<file path="src/rtl/core/gst_pkg.sv">
// Shared types, constants and the quarter-wave sine table of the tone burst generator.
`timescale 1ns / 1ps

package gst_pkg;

    localparam int COUNT_BITS      = 24;
    localparam int PHASE_BITS      = 32;
    localparam int TABLE_ADDR_BITS = 8;
    localparam int SAMPLE_BITS     = 16;
    localparam int STEP_BITS       = 31;
    localparam int AMP_BITS        = 15;
    localparam int MAG_BITS        = SAMPLE_BITS - 1;
    localparam int TABLE_DEPTH     = 1 << TABLE_ADDR_BITS;
    localparam int CFG_IDX_BITS    = 3;
    localparam int CFG_DATA_BITS   = 32;
    localparam int ROUND_SHIFT     = 15;

    localparam logic [63:0] HALF_PI_Q30 = 64'd1686629713;
    localparam logic [63:0] SINE_PEAK   = (64'd1 << MAG_BITS) - 64'd1;

    typedef enum logic [CFG_IDX_BITS-1:0] {
        CFG_PHASE_STEP   = 3'd0,
        CFG_PEAK_AMP     = 3'd1,
        CFG_SILENCE      = 3'd2,
        CFG_TONE_END     = 3'd3,
        CFG_TOTAL        = 3'd4
    } t_cfg_reg;

    // Stage one result handed to the lookup and scaling stages
    typedef struct packed {
        logic [1:0]                 quad;
        logic [TABLE_ADDR_BITS-1:0] addr;
        logic                       active;
        logic                       last;
    } t_phase_item;

    typedef logic [MAG_BITS-1:0] t_sine_table [TABLE_DEPTH];

    // sin(x) on [0, pi/2], Q30 in and out, truncated Taylor series
    function automatic logic [63:0] sine_q30(input logic [63:0] x);
        logic [63:0] x2;
        logic [63:0] term;
        logic [63:0] sum;
        x2   = (x * x) >> 30;
        term = x;
        sum  = x;
        term = ((term * x2) >> 30) / 6;
        sum  = sum - term;
        term = ((term * x2) >> 30) / 20;
        sum  = sum + term;
        term = ((term * x2) >> 30) / 42;
        sum  = sum - term;
        term = ((term * x2) >> 30) / 72;
        sum  = sum + term;
        term = ((term * x2) >> 30) / 110;
        sum  = sum - term;
        term = ((term * x2) >> 30) / 156;
        sum  = sum + term;
        term = ((term * x2) >> 30) / 210;
        sum  = sum - term;
        return sum;
    endfunction

    function automatic t_sine_table build_sine_table();
        t_sine_table tbl;
        logic [63:0] x;
        logic [63:0] s;
        logic [63:0] v;
        for (int k = 0; k < TABLE_DEPTH; k++) begin
            x = ((64'(2 * k) + 64'd1) * HALF_PI_Q30) >> (TABLE_ADDR_BITS + 1);
            s = sine_q30(x);
            v = (s * SINE_PEAK + (64'd1 << 29)) >> 30;
            if (v > SINE_PEAK) begin
                v = SINE_PEAK;
            end
            tbl[k] = v[MAG_BITS-1:0];
        end
        return tbl;
    endfunction

    localparam t_sine_table SINE_TABLE = build_sine_table();

endpackage

</file>
<file path="src/rtl/core/gated_sine_tone_generator.sv">
// Top level of the gated sine tone burst generator: counter, phase accumulator, config.
//
//  channel   dir  handshake              payload
//  s_axis    in   tvalid / tready        tdata[0] restart
//  m_axis    out  tvalid / tready        tdata[15:0] sample, tuser tone_active, tlast last
//  cfg       in   valid / ready          index (register number), data
//
//  One request per clock while the output is not stalled; each request is registered in turn by
//  the phase stage, the table read stage and the scaling stage.
//  Reset is synchronous, active low; the sine table is constant logic and needs no fill.
//  Each stage advances when the stage after it is empty or being drained.
//  Config ready is always high.
`timescale 1ns / 1ps

module gated_sine_tone_generator (
    input  logic                              i_clk,
    input  logic                              i_rst_n,
    input  logic                              i_s_axis_tvalid,
    output logic                              o_s_axis_tready,
    input  logic [7:0]                        i_s_axis_tdata,  // [0] restart
    output logic                              o_m_axis_tvalid,
    input  logic                              i_m_axis_tready,
    output logic [gst_pkg::SAMPLE_BITS-1:0]   o_m_axis_tdata,  // [15:0] sample
    output logic                              o_m_axis_tuser,  // [0] tone_active
    output logic                              o_m_axis_tlast,
    input  logic                              i_cfg_valid,
    output logic                              o_cfg_ready,
    input  logic [gst_pkg::CFG_IDX_BITS-1:0]  i_cfg_index,
    input  logic [gst_pkg::CFG_DATA_BITS-1:0] i_cfg_data
);
    import gst_pkg::*;

    logic [STEP_BITS-1:0]  r_phase_step;
    logic [AMP_BITS-1:0]   r_peak_amp;
    logic [COUNT_BITS-1:0] r_silence;
    logic [COUNT_BITS-1:0] r_tone_end;
    logic [COUNT_BITS-1:0] r_total;
    logic [COUNT_BITS-1:0] r_sample_index;
    logic [PHASE_BITS-1:0] r_tone_phase;
    logic                  r_p1_valid;
    t_phase_item           r_p1;

    logic                  s2_ready;
    logic                  p1_ready;
    logic                  in_fire;
    logic [COUNT_BITS-1:0] n_index;
    logic                  n_active;
    logic                  n_last;
    logic                  n_first;
    logic [PHASE_BITS-1:0] n_phase;

    assign o_cfg_ready = 1'b1;

    always_ff @(posedge i_clk) begin
        if (!i_rst_n) begin
            r_phase_step <= '0;
            r_peak_amp   <= '0;
            r_silence    <= '0;
            r_tone_end   <= '0;
            r_total      <= COUNT_BITS'(1);
        end else if (i_cfg_valid) begin
            unique case (t_cfg_reg'(i_cfg_index))
                CFG_PHASE_STEP: r_phase_step <= i_cfg_data[STEP_BITS-1:0];
                CFG_PEAK_AMP:   r_peak_amp   <= i_cfg_data[AMP_BITS-1:0];
                CFG_SILENCE:    r_silence    <= i_cfg_data[COUNT_BITS-1:0];
                CFG_TONE_END:   r_tone_end   <= i_cfg_data[COUNT_BITS-1:0];
                CFG_TOTAL:      r_total      <= i_cfg_data[COUNT_BITS-1:0];
                default: begin
                end
            endcase
        end
    end

    assign p1_ready        = !r_p1_valid || s2_ready;
    assign o_s_axis_tready = p1_ready;
    assign in_fire         = i_s_axis_tvalid && p1_ready;

    always_comb begin
        n_index  = i_s_axis_tdata[0] ? COUNT_BITS'(1) : r_sample_index + COUNT_BITS'(1);
        n_active = (n_index > r_silence) && (n_index < r_tone_end);
        n_last   = (n_index == r_total);
        // first tone sample restarts the accumulator from zero
        n_first  = ({1'b0, n_index} == ({1'b0, r_silence} + (COUNT_BITS + 1)'(1)));
        if (!n_active) begin
            n_phase = '0;
        end else if (n_first) begin
            n_phase = PHASE_BITS'(r_phase_step);
        end else begin
            n_phase = r_tone_phase + PHASE_BITS'(r_phase_step);
        end
    end

    always_ff @(posedge i_clk) begin
        if (!i_rst_n) begin
            r_sample_index <= '0;
            r_tone_phase   <= '0;
            r_p1_valid     <= 1'b0;
        end else begin
            if (in_fire) begin
                r_sample_index <= n_last ? '0 : n_index;
                r_tone_phase   <= n_phase;
            end
            if (p1_ready) begin
                r_p1_valid <= i_s_axis_tvalid;
            end
        end
        if (in_fire) begin
            r_p1.quad   <= n_phase[PHASE_BITS-1 -: 2];
            r_p1.addr   <= n_phase[PHASE_BITS-3 -: TABLE_ADDR_BITS];
            r_p1.active <= n_active;
            r_p1.last   <= n_last;
        end
    end

    gst_sine_scale u_sine_scale (
        .i_clk    (i_clk),
        .i_rst_n  (i_rst_n),
        .i_valid  (r_p1_valid),
        .o_ready  (s2_ready),
        .i_item   (r_p1),
        .i_amp    (r_peak_amp),
        .o_valid  (o_m_axis_tvalid),
        .i_ready  (i_m_axis_tready),
        .o_sample (o_m_axis_tdata),
        .o_active (o_m_axis_tuser),
        .o_last   (o_m_axis_tlast)
    );

endmodule

</file>
<file path="src/rtl/core/gst_sine_scale.sv">
// Quarter-wave table lookup and amplitude scaling stages with the output register.
`timescale 1ns / 1ps

module gst_sine_scale (
    input  logic                            i_clk,
    input  logic                            i_rst_n,
    input  logic                            i_valid,
    output logic                            o_ready,
    input  gst_pkg::t_phase_item            i_item,
    input  logic [gst_pkg::AMP_BITS-1:0]    i_amp,
    output logic                            o_valid,
    input  logic                            i_ready,
    output logic [gst_pkg::SAMPLE_BITS-1:0] o_sample,
    output logic                            o_active,
    output logic                            o_last
);
    import gst_pkg::*;

    localparam int PROD_BITS = MAG_BITS + AMP_BITS + 1;

    logic                       r_s2_valid;
    logic [MAG_BITS-1:0]        r_s2_mag;
    logic                       r_s2_neg;
    logic                       r_s2_active;
    logic                       r_s2_last;
    logic                       r_out_valid;
    logic [SAMPLE_BITS-1:0]     r_out_sample;
    logic                       r_out_active;
    logic                       r_out_last;

    logic                       out_ready;
    logic                       s2_ready;
    logic [TABLE_ADDR_BITS-1:0] n_addr;
    logic [PROD_BITS-1:0]       n_prod;
    logic [SAMPLE_BITS-1:0]     n_mag;
    logic [SAMPLE_BITS-1:0]     n_sample;

    assign out_ready = !r_out_valid || i_ready;
    assign s2_ready  = !r_s2_valid || out_ready;
    assign o_ready   = s2_ready;

    // mirror the address in odd quadrants
    assign n_addr = i_item.quad[0] ? ~i_item.addr : i_item.addr;

    always_ff @(posedge i_clk) begin
        if (!i_rst_n) begin
            r_s2_valid <= 1'b0;
        end else if (s2_ready) begin
            r_s2_valid <= i_valid;
        end
        if (s2_ready && i_valid) begin
            r_s2_mag    <= SINE_TABLE[n_addr];
            r_s2_neg    <= i_item.quad[1];
            r_s2_active <= i_item.active;
            r_s2_last   <= i_item.last;
        end
    end

    always_comb begin
        n_prod = PROD_BITS'(r_s2_mag) * PROD_BITS'(i_amp) + PROD_BITS'(1 << (ROUND_SHIFT - 1));
        n_mag  = SAMPLE_BITS'(n_prod >> ROUND_SHIFT);
        if (!r_s2_active) begin
            n_sample = '0;
        end else if (r_s2_neg) begin
            n_sample = ~n_mag + SAMPLE_BITS'(1);
        end else begin
            n_sample = n_mag;
        end
    end

    always_ff @(posedge i_clk) begin
        if (!i_rst_n) begin
            r_out_valid <= 1'b0;
        end else if (out_ready) begin
            r_out_valid <= r_s2_valid;
        end
        if (out_ready && r_s2_valid) begin
            r_out_sample <= n_sample;
            r_out_active <= r_s2_active;
            r_out_last   <= r_s2_last;
        end
    end

    assign o_valid  = r_out_valid;
    assign o_sample = r_out_sample;
    assign o_active = r_out_active;
    assign o_last   = r_out_last;

endmodule

</file>
<file path="config.mk">
export PLATFORM = sky130hd
export DESIGN_NAME = gated_sine_tone_generator
export DESIGN_NICKNAME = d
export VERILOG_FILES = /design/src/rtl/core/gst_pkg.sv /design/src/rtl/core/gated_sine_tone_generator.sv /design/src/rtl/core/gst_sine_scale.sv
export SDC_FILE = /design/constraint.sdc
export NUM_CORES = 1
export LEC_CHECK = 0
export ABC_CLOCK_PERIOD_IN_PS = 7200
export CAP_MARGIN = 0
export CORE_ASPECT_RATIO = 0.5
export CORE_MARGIN = 1.5
export CORE_UTILIZATION = 50
export DETAILED_ROUTE_END_ITERATION = 10
export DONT_BUFFER_PORTS = 1
export HOLD_SLACK_MARGIN = 0.02
export PLACE_DENSITY = 0.65
export SLEW_MARGIN = 20
export SYNTH_ARGS = -nofsm -noshare
export SYNTH_HDL_FRONTEND = slang
export SYNTH_SLANG_ARGS = --single-unit
</file>
<file path="constraint.sdc">
create_clock -name i_clk -period 7.2 [get_ports i_clk]
set_input_delay 1.44 -clock i_clk [delete_from_list [all_inputs] [get_ports i_clk]]
set_output_delay 1.44 -clock i_clk [all_outputs]
set_load 0.03 [all_outputs]
</file>
==> reports/metrics.csv <==
stage,metric,value,unit
logic_synthesis,Synth area leader,dfxtp_1,
floorplan,# IOs,69,
floorplan,DIE HEIGHT,160.8,microns
logic_synthesis,Gate Count Post-Synth,3259,
timing,setup violators final,0,
power_and_ir_drop,worst vdd ir,0.0001695,V
final_layout,Area Overhead vs Synth,6.995,%
final_layout,register area,0.004987,sq mm
timing,max-slew violation count,0,
route,wire length per cell,19.86,microns
power_and_ir_drop,total power,3.924,mW
global_routing,GRT Total Usage,0.2940,
logic_synthesis,Post-Synth Adder-Cell Area,0.2384,
final_layout,final net count,3585,
timing,Slew HR,0.2479,
cts,CTS buffer count,25,
worst_setup_path,Worst EP arrival,7.28,ns
logic_synthesis,mux cell area share after synthesis,0.02352,
cts,Bufs on Longest Clock Path,3,
logic_synthesis,"Distinct cells, synth",85,
floorplan,Cell Rows,57,
global_routing,vias in the first global route,21940,
global_routing,gr ovfl total,0,
logic_synthesis,"top cells by count, synth","nand2_1, a21oi_1, inv_1, ha_1, nor2_1",
worst_setup_path,r2r endpoint,u_sine_scale.o_sample[8],
power_and_ir_drop,static leakage,11.28,nW
status,status,finished with violations,
hold_path,Hold EP,u_sine_scale.o_last,
hold_path,hold path depth,0,
logic_synthesis,syn avg cell area,7.639,sq um
route,via count,23400,
final_layout,Layout fillers,4680,
timing,period utilization,0.9651,
timing,minimum clock period,6.949,ns
logic_synthesis,fraction of registers with async set/reset,0,
timing,maximum clock rate,0.1439,GHz
worst_setup_path,Worst Reg2Reg Path Length in Cells,25,
logic_synthesis,area of the mapped netlist,0.02490,sq mm
logic_synthesis,post-synthesis sequential area ratio,0.2002,
route,DRC violations left,1,
logic_synthesis,"count leader, synth",nand2_1,
route,Antenna Violating Nets Remaining,0,
run,max_cap viols,0,
placement,hpwl dp,55910,microns
cts,hold buffer count at cts,0,
final_layout,Final Util,0.5453,
cts,root buffer cell,clkbuf_16,
timing,worst hold slack,0.4360,ns
timing,Worst Skew,0.01943,ns
route,total iterations of the first detailed-routing run,9,
floorplan,die extent in x,318.6,microns
cts,H-tree Lvls,1,
hold_path,Hold Startpoint,u_sine_scale.r_s2_last,
worst_setup_path,Worst Setup End Kind,flip-flop,
cts,TritonCTS clock tree,yes,
worst_setup_path,Setup CP Type,flip-flop to flip-flop,
timing,Final Hold Fails,0,
power_and_ir_drop,power density cells,147.3,mW/mm^2
worst_setup_path,Reg2Reg Launch Point,u_sine_scale.r_s2_mag[6],
route,iteration-0 DRC count of the detailed router,2487,
placement,input/output buffers,0,
floorplan,starting density of the core,0.5096,
logic_synthesis,xor/xnor share of the synthesized area,0.04573,
floorplan,core area,0.04885,sq mm
logic_synthesis,largest cells by area after synthesis,"dfxtp_1, fa_1, ha_1, nand2_1, a21oi_1",
worst_setup_path,Critical Path RT,7.53,ns
worst_setup_path,CP startpoint kind,flip-flop,
global_routing,pin count of the biggest net entering global routing,87,
logic_synthesis,syn_nets,3680,
worst_setup_path,Worst R2R Setup Slack,0.25,ns
logic_synthesis,Synth Area in Simple Gates,0.2191,
cts,Worst-path clk slew,0.07,ns
timing,Worst-Margin Slew,1.114,ns
logic_synthesis,Yosys top cell area share,0.1423,
cts,TritonCTS Sinks,225,
global_routing,first-pass GRT wire length,121600,microns
cts,clock latency on the worst-skew pair,0.59,ns
status,failing checks,DRC,
floorplan,die area,0.05122,sq mm
logic_synthesis,largest family of logic cells by synthesized area,adder cells,
hold_path,Worst Hold Class,flip-flop to flip-flop,
placement,GPL Wtd Cong,1.037,
timing,setup TNS,0,ns
route,Post-Route WL,76130,microns
final_layout,multi-input logic area,0.01820,sq mm
logic_synthesis,Post-synth top flop,dfxtp_1,
logic_synthesis,"flops & latches, synth",225,
logic_synthesis,Post-synth EDFFs,48,
logic_synthesis,Yosys warnings,0,
final_layout,layout cells sized above 1,0.06440,
route,Vias/cell,6.104,
global_routing,initial antenna violation count,2,
worst_setup_path,crit path max fanout,6,
logic_synthesis,complex-gate fraction of the synthesized area,0.1959,
==> worst max-delay path by stage <==
stage | slack (ns) | endpoint | cells after the start | startpoint
2_1_floorplan | 0.36 | u_sine_scale.o_sample[8] | 26 | u_sine_scale.r_s2_mag[6]
5_1_grt | -0.03 | u_sine_scale.o_sample[15] | 25 | u_sine_scale.r_s2_mag[9]
4_1_cts | 0.02 | u_sine_scale.o_sample[8] | 25 | u_sine_scale.r_s2_mag[7]
3_3_place_gp | 0.11 | u_sine_scale.o_sample[15] | 25 | u_sine_scale.r_s2_mag[7]
3_5_place_dp | 0.06 | u_sine_scale.o_sample[15] | 25 | u_sine_scale.r_s2_mag[7]
6_report | 0.25 | u_sine_scale.o_sample[8] | 25 | u_sine_scale.r_s2_mag[6]
==> kinds of logic (layout without fill, tap and decap cells) <==
group                      Yosys count  in the layout
and+or+nand+nor                   1174           1174
buffers and inverters              501            425
other                                1              3
AOI/OAI and AO/OA                  802            802
muxes                               53             53
DFF                                225            225
adders and majority gates          373            373
xor gates and xnor gates           130            130
==> cell type report <==
type	count	share of cell area
timing repair buffer	92	0.02621
clock buffer	30	0.02508
sequential	225	0.1872
tap	649	0.03048
multi-input combinational	2533	0.6832
clock inverter	16	0.007093
antenna	2	0.0001879
inverter	287	0.04054
==> stage by stage <==
step,std cells,setup slack [ns],cell area [sq um]
after global routing,3832,-0.02623,26630
final,3834,0.2510,26640
after detailed placement,3771,0.05945,25530
after global placement,3771,0.1125,25530
after CTS,3817,0.02033,26390
after floorplan,3259,0.3557,24900
==> registers in the layout (all words and copies together), names as in the netlist <==
| name | count |
|---|---|
| u_sine_scale.r_s2_mag | 15 |
| u_sine_scale.o_valid | 1 |
| r_sample_index | 24 |
| u_sine_scale.o_active | 1 |
| r_p1 | 12 |
| r_p1_valid | 1 |
| r_tone_end | 24 |
| u_sine_scale.r_s2_last | 1 |
| r_phase_step | 31 |
| u_sine_scale.r_s2_active | 1 |
| u_sine_scale.r_s2_neg | 1 |
| r_total | 24 |
| u_sine_scale.o_sample | 16 |
| u_sine_scale.o_last | 1 |
| r_silence | 24 |
| u_sine_scale.r_s2_valid | 1 |
| r_tone_phase | 32 |
| r_peak_amp | 15 |
==> worst max-delay path: stages (launching register included) <==
cell and delay [ns]:
edfxtp_1 0.37, buf_4 0.19, buf_6 0.13, and2_1 0.16, fa_1 0.53, inv_1 0.05
fa_1 0.52, inv_1 0.05, fa_1 0.52, fa_1 0.44, fa_1 0.54, inv_1 0.05
fa_1 0.53, inv_1 0.04, ha_1 0.33, a21oi_2 0.13, o22ai_1 0.08, o31ai_1 0.25
buf_4 0.18, o21ai_2 0.09, o41a_1 0.47, buf_4 0.19, a221oi_4 0.24, o41ai_2 0.12
or3_1 0.31, and3_1 0.18
==> where the power goes <==
| group | switching, mW | internal [mW] |
|---|---|---|
| Combinational | 0.744 | 0.391 |
| Clock | 0.617 | 0.781 |
| Sequential | 0.0561 | 1.33 |
| Total | 1.42 | 2.51 |
==> placed cells by master (no fill, tap or decap), types with 48 or more instances in the layout <==
cell      instances
xnor2_1          88
nand2_1         536
nand3_1          70
a21oi_1         321
dfxtp_1         175
and2_1          103
edfxtp_1         48
nor3_1           66
fa_1            169
buf_4            90
ha_1            204
nor2_1          188
inv_1           284
o21ai_0         142
==> layer usage <==
layer / vias up / routed length [microns] / global-route usage
met4: 0 / 2200 / 0.08025
met2: 998 / 32130 / 0.4454
met5: - / 0 / 0
met3: 161 / 7081 / 0.06217
met1: 11240 / 34730 / 0.4226
li1: 11000 / - / -
==> timing repair <==
item,4_1_cts,5_1_grt
gates resized for setup,0,25
endpoints found under the hold margin,0,0
setup buffers,0,15
setup endpoints to repair,0,9
Power figures use the tool's default switching activity.
